$ cat config.mk
export PLATFORM = sky130hd
export DESIGN_NAME = eeg_packet_attention_parser
export DESIGN_NICKNAME = d
export VERILOG_FILES = /design/src/hw/rtl/epap_pkg.sv /design/src/hw/rtl/eeg_packet_attention_parser.sv /design/src/hw/rtl/epap_framer.sv
export SDC_FILE = /design/constraint.sdc
export NUM_CORES = 1
export LEC_CHECK = 0
export BUFFER_PORTS_ARGS = -buffer_cell sky130_fd_sc_hd__buf_2
export CAP_MARGIN = 20
export CORE_ASPECT_RATIO = 1.25
export CORE_MARGIN = 2
export CORE_UTILIZATION = 64
export CTS_CLUSTER_SIZE = 24
export DETAILED_ROUTE_END_ITERATION = 10
export PLACE_DENSITY = 0.92
export SLEW_MARGIN = 20
export SYNTH_ARGS = -nofsm -noshare
export SYNTH_HDL_FRONTEND = slang
export SYNTH_SLANG_ARGS = --single-unit
export TNS_END_PERCENT = 100
$ cat constraint.sdc
create_clock -name clk -period 3.4 [get_ports clk]
set_input_delay 0.68 -clock clk [delete_from_list [all_inputs] [get_ports clk]]
set_output_delay 0.68 -clock clk [all_outputs]
set_load 0.1 [all_outputs]
$ cat src/hw/rtl/epap_pkg.sv
// Shared types and constants of the EEG attention packet parser.
// Depends on nothing; imported by the framer, the checker and the top level.
`timescale 1ns / 1ps
`default_nettype none

package epap_pkg;

  localparam int unsigned ByteW = 8;

  localparam logic [ByteW-1:0] SYNC_BYTE = 8'hAA;

  localparam logic [ByteW-1:0] LENGTH_LIMIT_RESET = 8'd169;
  localparam logic [ByteW-1:0] VALUE_CODE_RESET   = 8'd4;
  localparam logic [ByteW-1:0] VALUE_MAX_RESET    = 8'd100;

  localparam int unsigned CfgIndexW = 2;

  localparam logic [CfgIndexW-1:0] CFG_LENGTH_LIMIT = 2'd0;
  localparam logic [CfgIndexW-1:0] CFG_VALUE_CODE   = 2'd1;
  localparam logic [CfgIndexW-1:0] CFG_VALUE_MAX    = 2'd2;

  typedef struct packed {
    logic [ByteW-1:0] length_limit;
    logic [ByteW-1:0] value_code;
    logic [ByteW-1:0] value_max;
  } cfg_t;

  typedef struct packed {
    logic             emit;
    logic             checksum_ok;
    logic             value_found;
    logic [ByteW-1:0] attention_value;
  } result_t;

endpackage

`default_nettype wire

$ cat src/hw/rtl/eeg_packet_attention_parser.sv
// Top level of the EEG attention packet parser: input register, frame tracker,
// result register and configuration registers. Depends on epap_pkg, epap_framer.
//
// Channel  Handshake            Payload
// in       in_valid / in_ready  rx_byte
// out      out_valid / out_ready checksum_ok, value_found, attention_value
// cfg      cfg_we               cfg_index, cfg_data
//
// One byte is taken per cycle when not stalled; a checksum beat loads the result.
// Only a checksum byte needs the result register, so other bytes keep flowing
// while a result waits; a checksum byte stalls the input until that result is taken.
// Reset is synchronous and returns the framing to the sync hunt, the configuration
// registers to their defaults and the input and result registers to empty.
`timescale 1ns / 1ps
`default_nettype none

module eeg_packet_attention_parser
  import epap_pkg::*;
(
  input  wire logic                 clk,
  input  wire logic                 rst,
  input  wire logic                 in_valid,
  output logic                      in_ready,
  input  wire logic [ByteW-1:0]     rx_byte,
  output logic                      out_valid,
  input  wire logic                 out_ready,
  output logic                      checksum_ok,
  output logic                      value_found,
  output logic [ByteW-1:0]          attention_value,
  input  wire logic                 cfg_we,
  input  wire logic [CfgIndexW-1:0] cfg_index,
  input  wire logic [ByteW-1:0]     cfg_data
);

  cfg_t             cfg;
  logic             in_held;
  logic [ByteW-1:0] in_byte;
  logic             advance;
  result_t          result;

  assign advance  = in_held && (!result.emit || !out_valid || out_ready);
  assign in_ready = !in_held || advance;

  always_ff @(posedge clk) begin
    if (rst) begin
      cfg.length_limit <= LENGTH_LIMIT_RESET;
      cfg.value_code   <= VALUE_CODE_RESET;
      cfg.value_max    <= VALUE_MAX_RESET;
    end else if (cfg_we) begin
      case (cfg_index)
        CFG_LENGTH_LIMIT: cfg.length_limit <= cfg_data;
        CFG_VALUE_CODE:   cfg.value_code   <= cfg_data;
        CFG_VALUE_MAX:    cfg.value_max    <= cfg_data;
        default: begin
        end
      endcase
    end
  end

  always_ff @(posedge clk) begin
    if (rst) begin
      in_held <= 1'b0;
    end else if (in_ready) begin
      in_held <= in_valid;
    end
    if (in_ready && in_valid) begin
      in_byte <= rx_byte;
    end
  end

  epap_framer u_framer (
    .clk    (clk),
    .rst    (rst),
    .step   (advance),
    .data   (in_byte),
    .cfg    (cfg),
    .result (result)
  );

  always_ff @(posedge clk) begin
    if (rst) begin
      out_valid <= 1'b0;
    end else if (advance && result.emit) begin
      out_valid <= 1'b1;
    end else if (out_ready) begin
      out_valid <= 1'b0;
    end
    if (advance && result.emit) begin
      checksum_ok     <= result.checksum_ok;
      value_found     <= result.value_found;
      attention_value <= result.attention_value;
    end
  end

endmodule

`default_nettype wire

$ cat src/hw/rtl/epap_framer.sv
// Frame tracker of the EEG attention packet parser: sync hunt, length check,
// payload sum and attention value scan. Depends on epap_pkg.
`timescale 1ns / 1ps
`default_nettype none

module epap_framer
  import epap_pkg::*;
(
  input  wire logic             clk,
  input  wire logic             rst,
  input  wire logic             step,
  input  wire logic [ByteW-1:0] data,
  input  wire cfg_t             cfg,
  output result_t               result
);

  typedef enum logic [2:0] {
    PH_SYNC1,
    PH_SYNC2,
    PH_LEN,
    PH_PAYLOAD,
    PH_CHECK
  } phase_t;

  phase_t           phase;
  logic [ByteW-1:0] frame_length;
  logic [ByteW-1:0] bytes_seen;
  logic [ByteW-1:0] running_sum;
  logic             expect_value;
  logic [ByteW-1:0] held_value;
  logic             held_valid;

  logic [ByteW-1:0] bytes_seen_next;
  logic             checksum_match;

  assign bytes_seen_next = bytes_seen + 8'd1;
  assign checksum_match  = (data == ~running_sum);

  always_comb begin
    result.emit            = (phase == PH_CHECK);
    result.checksum_ok     = checksum_match;
    result.value_found     = checksum_match && held_valid;
    result.attention_value = (checksum_match && held_valid) ? held_value : '0;
  end

  always_ff @(posedge clk) begin
    if (rst) begin
      phase        <= PH_SYNC1;
      frame_length <= '0;
      bytes_seen   <= '0;
      running_sum  <= '0;
      expect_value <= 1'b0;
      held_value   <= '0;
      held_valid   <= 1'b0;
    end else if (step) begin
      case (phase)
        PH_SYNC1: begin
          phase <= (data == SYNC_BYTE) ? PH_SYNC2 : PH_SYNC1;
        end
        PH_SYNC2: begin
          phase <= (data == SYNC_BYTE) ? PH_LEN : PH_SYNC1;
        end
        PH_LEN: begin
          if (data < cfg.length_limit) begin
            frame_length <= data;
            bytes_seen   <= '0;
            running_sum  <= '0;
            expect_value <= 1'b0;
            held_value   <= '0;
            held_valid   <= 1'b0;
            phase        <= (data == '0) ? PH_CHECK : PH_PAYLOAD;
          end else begin
            phase <= PH_SYNC1;
          end
        end
        PH_PAYLOAD: begin
          running_sum <= running_sum + data;
          bytes_seen  <= bytes_seen_next;
          if (expect_value) begin
            expect_value <= 1'b0;
            if (data <= cfg.value_max) begin
              held_value <= data;
              held_valid <= 1'b1;
            end
          end else if (data == cfg.value_code) begin
            expect_value <= 1'b1;
          end
          if (bytes_seen_next >= frame_length) begin
            phase <= PH_CHECK;
          end
        end
        PH_CHECK: begin
          expect_value <= 1'b0;
          phase        <= PH_SYNC1;
        end
        default: begin
          phase <= (data == SYNC_BYTE) ? PH_SYNC2 : PH_SYNC1;
        end
      endcase
    end
  end

endmodule

`default_nettype wire

* After elaboration in Yosys (flattened, before gate mapping)
Cells that the tools add are included.
** Storage, ports and cells
- Register bits :: 81
- Memories kept :: 0
- Word-level logic and storage cells :: 79
- Input port bits :: 23
- Output and inout bits :: 12
- Bits in latches :: 0
- Memory bits (writable) :: 0
- ROM bits :: 0
** Operators by class
- Shift-type cells :: 0
- Magnitude comparators :: 3
- $add $sub $neg :: 2
- Div/mod/pow operators :: 0
- Multipliers :: 0
- Bitwise gates (word level) :: 1
- Reduce and logical (&&, ||, !) cells :: 23
- Multiplexer cells :: 21
- Equality and inequality tests :: 13
** Operators by type and width (count)
- $pmux 8 s2 :: 3
- $mux 8 :: 3
- $eq 8x8->1 :: 2
- $pmux 3 s4 :: 1
- $mux 3 :: 3
- $reduce_and 3->1 :: 3
- $add 8x1->8 const B :: 1
- $add 8x8->8 :: 1
- $eq 8x8->1 const B :: 1
- $ge 8x8->1 :: 1
- $le 8x8->1 :: 1
- $logic_not 8->1 :: 1
- $lt 8x8->1 :: 1
- $mux 1 :: 8
- $ne 2x1->1 const B :: 4
- $not 8->8 :: 1
- $reduce_and 2->1 :: 4
- $eq 3x2->1 const B :: 2
- $reduce_and 5->1 :: 1
- $logic_and 1x1->1 :: 4
- $reduce_bool 2->1 :: 2
- $eq 3x1->1 const B :: 1
- $eq 3x3->1 const B :: 1
- $logic_not 1->1 :: 3
- 8 further kinds :: 10

* Logic depth before layout (Yosys ltp)
- Word-level depth :: 7
- Mapped depth :: 10
- Depth with buffers taken out :: 10

* Cells and area by module
Synthesis repeated with hierarchy kept, for this count alone.
** Unflattened totals
- Cell total of the unflattened synthesis :: 446
- Area, all modules :: 4292.9 um^2
** Modules (own cells, without submodules)
- epap_framer :: seq. area each 740.7 um^2, cells each 319, area an instance 2636.3 um^2, instances 1
- eeg_packet_attention_parser :: seq. area each 1061.0 um^2, cells each 127, area an instance 1656.6 um^2, instances 1

* Worst setup path after synthesis
No wires, ideal clock.
- Path kind :: register -> output
- Start :: register out_valid
- End :: output port in_ready
- Setup slack :: 1.070 ns
- Cell stages (with the launch flop) :: 3
- Arrival :: 1.650 ns
- Path buffers :: 0
- Required time :: 2.720 ns
- Cell sequence :: dfxtp_1 > nand2b_1 > or2_2
** On the way
- Word-level cells in the longest chain between the ends :: 5
** RTL lines
- start, declared :: RTL line eeg_packet_attention_parser.sv:25 : output logic out_valid,
- start signal, assigned :: RTL line eeg_packet_attention_parser.sv:82 : out_valid <= 1'b0;
- start signal, assigned :: RTL line eeg_packet_attention_parser.sv:84 : out_valid <= 1'b1;
- start signal, assigned :: RTL line eeg_packet_attention_parser.sv:86 : out_valid <= 1'b0;
- $logic_not 1->1 :: RTL line eeg_packet_attention_parser.sv:41 : assign advance = in_held && (!result.emit || !out_valid || out_ready);
- $logic_or 1x1->1 (2 in a row) :: RTL line eeg_packet_attention_parser.sv:41
- $logic_and 1x1->1 :: RTL line eeg_packet_attention_parser.sv:41
- $logic_or 1x1->1 :: RTL line eeg_packet_attention_parser.sv:42 : assign in_ready = !in_held || advance;
- end, declared :: RTL line eeg_packet_attention_parser.sv:23 : output logic in_ready,
No other way between the ends.

* Worst setup path after layout
- Start :: register in_byte[2]
- End :: register u_framer.held_value[5]
** On the way
- Word-level cells in the longest chain between the ends :: 3
** RTL lines
- start, declared :: RTL line eeg_packet_attention_parser.sv:37 : logic [ByteW-1:0] in_byte;
- start signal, assigned :: RTL line eeg_packet_attention_parser.sv:67 : in_byte <= rx_byte;
- $le 8x8->1 / $lt 8x8->1 (equally long branches) :: RTL line epap_framer.sv:81, epap_framer.sv:64
- $ne 2x1->1 (no line)
- $reduce_and 5->1 (no line) *
- end signal, assigned :: RTL line epap_framer.sv:82 : held_value <= data;
- end, declared :: RTL line epap_framer.sv:30 : logic [ByteW-1:0] held_value;
Mark *: on every way between the ends. The rest lies on a longest branch, timed or not.
A chain may end at the register's enable or synchronous reset.

==> flow_summary.yaml <==
cells_and_area:
  synthToLayoutAreaGrowth_pct: 10.6
  post-route-util_pct: 74.1
  final_nets: 520
  drive_gt1_share_pct: 14.5
  antennaDiodeCount: 0
  layoutNonFillerInstCount: 555
cts:
  cts_tree: "built"
  clock-sinks: 81
  cts_resized: 0
  path_clk_slew_ns: 0.08
  htree_levels: 3
  numCtsBuffers: 9
  clockBufferDepth: 2
  cts_setup_buffers: 0
  postCtsHoldBufs: 0
  insertion_delay_ns: 0.35
  cts-root-buf: "clkbuf_8"
timing:
  fmax_mhz: 358
  period_needed_ns: 2.79
  max-slew-margin-rel_pct: 38.2
  clock_skew_ns: 0.00884
  tns_ns: 0
  hold_viol: 0
  rsz0062_at_grt: "no"
  finalCritPeriodShare_pct: 82.1
  drv_slew: 0
  tightest_slew_ns: 0.925
  whs_ns: 0.504
  setup_viol: 0
synth:
  ys_warn_count: 0
  synth_compound_area_share_pct: 11.9
  synth-seq-cells: 81
  synth_top_family_by_area: "simple AND/OR/NAND/NOR gates"
  synth-adder-area-share_pct: 9.75
  synth-simple-area-share_pct: 18.7
  avgSynthCellArea_um2: 9.71
  synthXorXnorAreaFrac_pct: 4.39
  synth_ff_type: "dfxtp_1"
  synth_edf_count: 18
  yosysUniqueCellTypes: 48
  yosysSeqAreaShare_pct: 43.0
  synth_mux_area_share_pct: 7.41
  synthesis.instances: 431
  synth_nets: 486
  syn_area_um2: 4190
  async_flop_share_pct: 0
worst_setup_path:
  arrival_ns: 3.07
  critPathTopFamily: "compound AO/OA/AOI/OAI gates"
  ff2ff_path_depth: 6
  end_kind: "register"
  worstPathMaxFanout: 18
  slowest_stage: "edfxtp_1"
  worst-path-buf-inv: 0
  worstSetupPathType: "register to register"
  path_cells: "ha_1 > a2111oi_2 > or3_4 > a41oi_4 > a21oi_2 > mux2i_1"
  crit_path_start_kind: "register"
  max_stage_delay_ns: 0.58
  critical_path_required_ns: 3.67
  path_depth: 6
power:
  p_per_area_nw_per_um2: 428
  p_leak_uw: 0.00196
  irDropWorstVdd_mv: 0.333
  p_total_uw: 1980
place:
  hpwl_mm: 6.65
  placement.io_buffers: 34
  dp.cells: 539
  routabilityCongestion: 0.870
route:
  ant_nets: 0
  first_pass_iters: 5
  dr_total_vias: 3359
  routed_wl_mm: 9.35
  viasPerCell: 6.05
  drtIter0Drc: 298
  routedWlPerCell_um: 16.9
  drc_errors: 0
global_route:
  grt_max_degree: 35
  grt_pass1_vias: 3339
  grt_first_pass_wirelength_mm: 15.6
  gr-total-overflow: 0
  grt.total_usage_pct: 27.7
  antenna_found_initial: 0
floorplan:
  io_pins: 35
  die_h_um: 94.4
  dieArea_um2: 7210
  initial_core_util_pct: 67.0
  rows: 32
  die_x_um: 76.3
  core_area_um2: 6250
flow_run:
  max-cap-violations: 0
outcome:
  status: "finished clean"
min_path:
  hp-class: "primary input to register"
  min_path_cells: 1
==> through the flow <==
step                instance area, um^2  setup slack, ns
global route                       4630            0.475
global placement                   4400            0.837
CTS                                4630            0.648
finish                             4630            0.610
floorplan                          4190             1.07
detailed placement                 4400            0.708
==> cell usage in the layout, fill, tap and decap left out, types with 3 or more instances in the layout <==
master and instances:
xor2_1 10, xnor2_1 11, a211o_1 5, or2b_1 8
o21ai_0 16, buf_4 6, nor2_1 64, inv_1 25
nand3b_1 3, a21o_1 4, a211oi_1 3, nand3_1 8
nor2b_1 3, and2_1 4, dfxtp_1 63, buf_2 34
nand4_1 7, nor3b_1 3, a22oi_1 10, edfxtp_1 18
nand2b_1 6, o21a_1 4, mux2i_1 31, clkbuf_8 10
ha_1 31, a21oi_1 21, and3_1 13, nor3_2 3
nand2_1 16
==> cell families (layout without fill, tap and decap cells) <==
kind of cell | after synthesis | count (layout)
buf+inv | 42 | 81
compound gates | 73 | 73
mux | 31 | 31
xor+xnor | 21 | 21
fa+ha+maj | 32 | 32
flops | 81 | 81
simple gates | 151 | 151
==> registers in the layout, indices dropped and copies added, names as in the netlist <==
name                   cells
attention_value            8
out_valid                  1
cfg                       24
u_framer.phase             3
u_framer.expect_value      1
in_held                    1
u_framer.held_valid        1
u_framer.bytes_seen        8
u_framer.running_sum       8
u_framer.held_value        8
in_byte                    8
checksum_ok                1
u_framer.frame_length      8
value_found                1
==> power breakdown <==
part / internal, uW / switching, uW
clock network: 448 / 345
registers: 1000 / 22.0
logic: 61.5 / 102
==> cell usage after synthesis, types with 11 or more instances <==
master,instances,share of area [%]
nor2_1,64,5.7
dfxtp_1,63,30
ha_1,31,9.3
mux2i_1,31,7.4
inv_1,25,2.2
a21oi_1,21,2.5
edfxtp_1,18,13
nand2_1,16,1.4
o21ai_0,16,1.9
and3_1,13,1.9
clkbuf_1,11,0.99
xnor2_1,11,2.3
==> final timing paths <==
path | start | endpoint | slack [ns]
worst max-delay path | in_byte[2] | u_framer.held_value[5] | 0.61
worst min register to register | u_framer.frame_length[4] | u_framer.frame_length[4] | 0.51
worst max register to register | in_byte[2] | u_framer.held_value[5] | 0.61
worst min-delay path | rx_byte[1] | in_byte[1] | 0.50
==> layout make-up <==
cell class | count | area (um^2)
inverter | 25 | 93.8
tap | 85 | 106
clock inverter | 3 | 41.3
sequential | 81 | 1800
fill | 428 | 1620
multi-input combinational | 308 | 2180
timing repair buffer | 40 | 215
clock buffer | 13 | 191
==> layer usage <==
| layer | global-route usage [%] | vias to the layer above | wire length (um) |
|---|---|---|---|
| met1 | 31.8 | 1599 | 3830 |
| met2 | 50.1 | 141 | 4730 |
| met4 | 13.0 | 0 | 269 |
| met5 | 0 | - | 0 |
| met3 | 5.16 | 30 | 522 |
| li1 | - | 1589 | - |
==> worst register-to-register path: stages, from the launching register on <==
cell and delay [ns]:
edfxtp_1 0.58, ha_1 0.32, a2111oi_2 0.44, or3_4 0.23, a41oi_4 0.32, a21oi_2 0.58
mux2i_1 0.26
(Power assumes the default switching activity.)
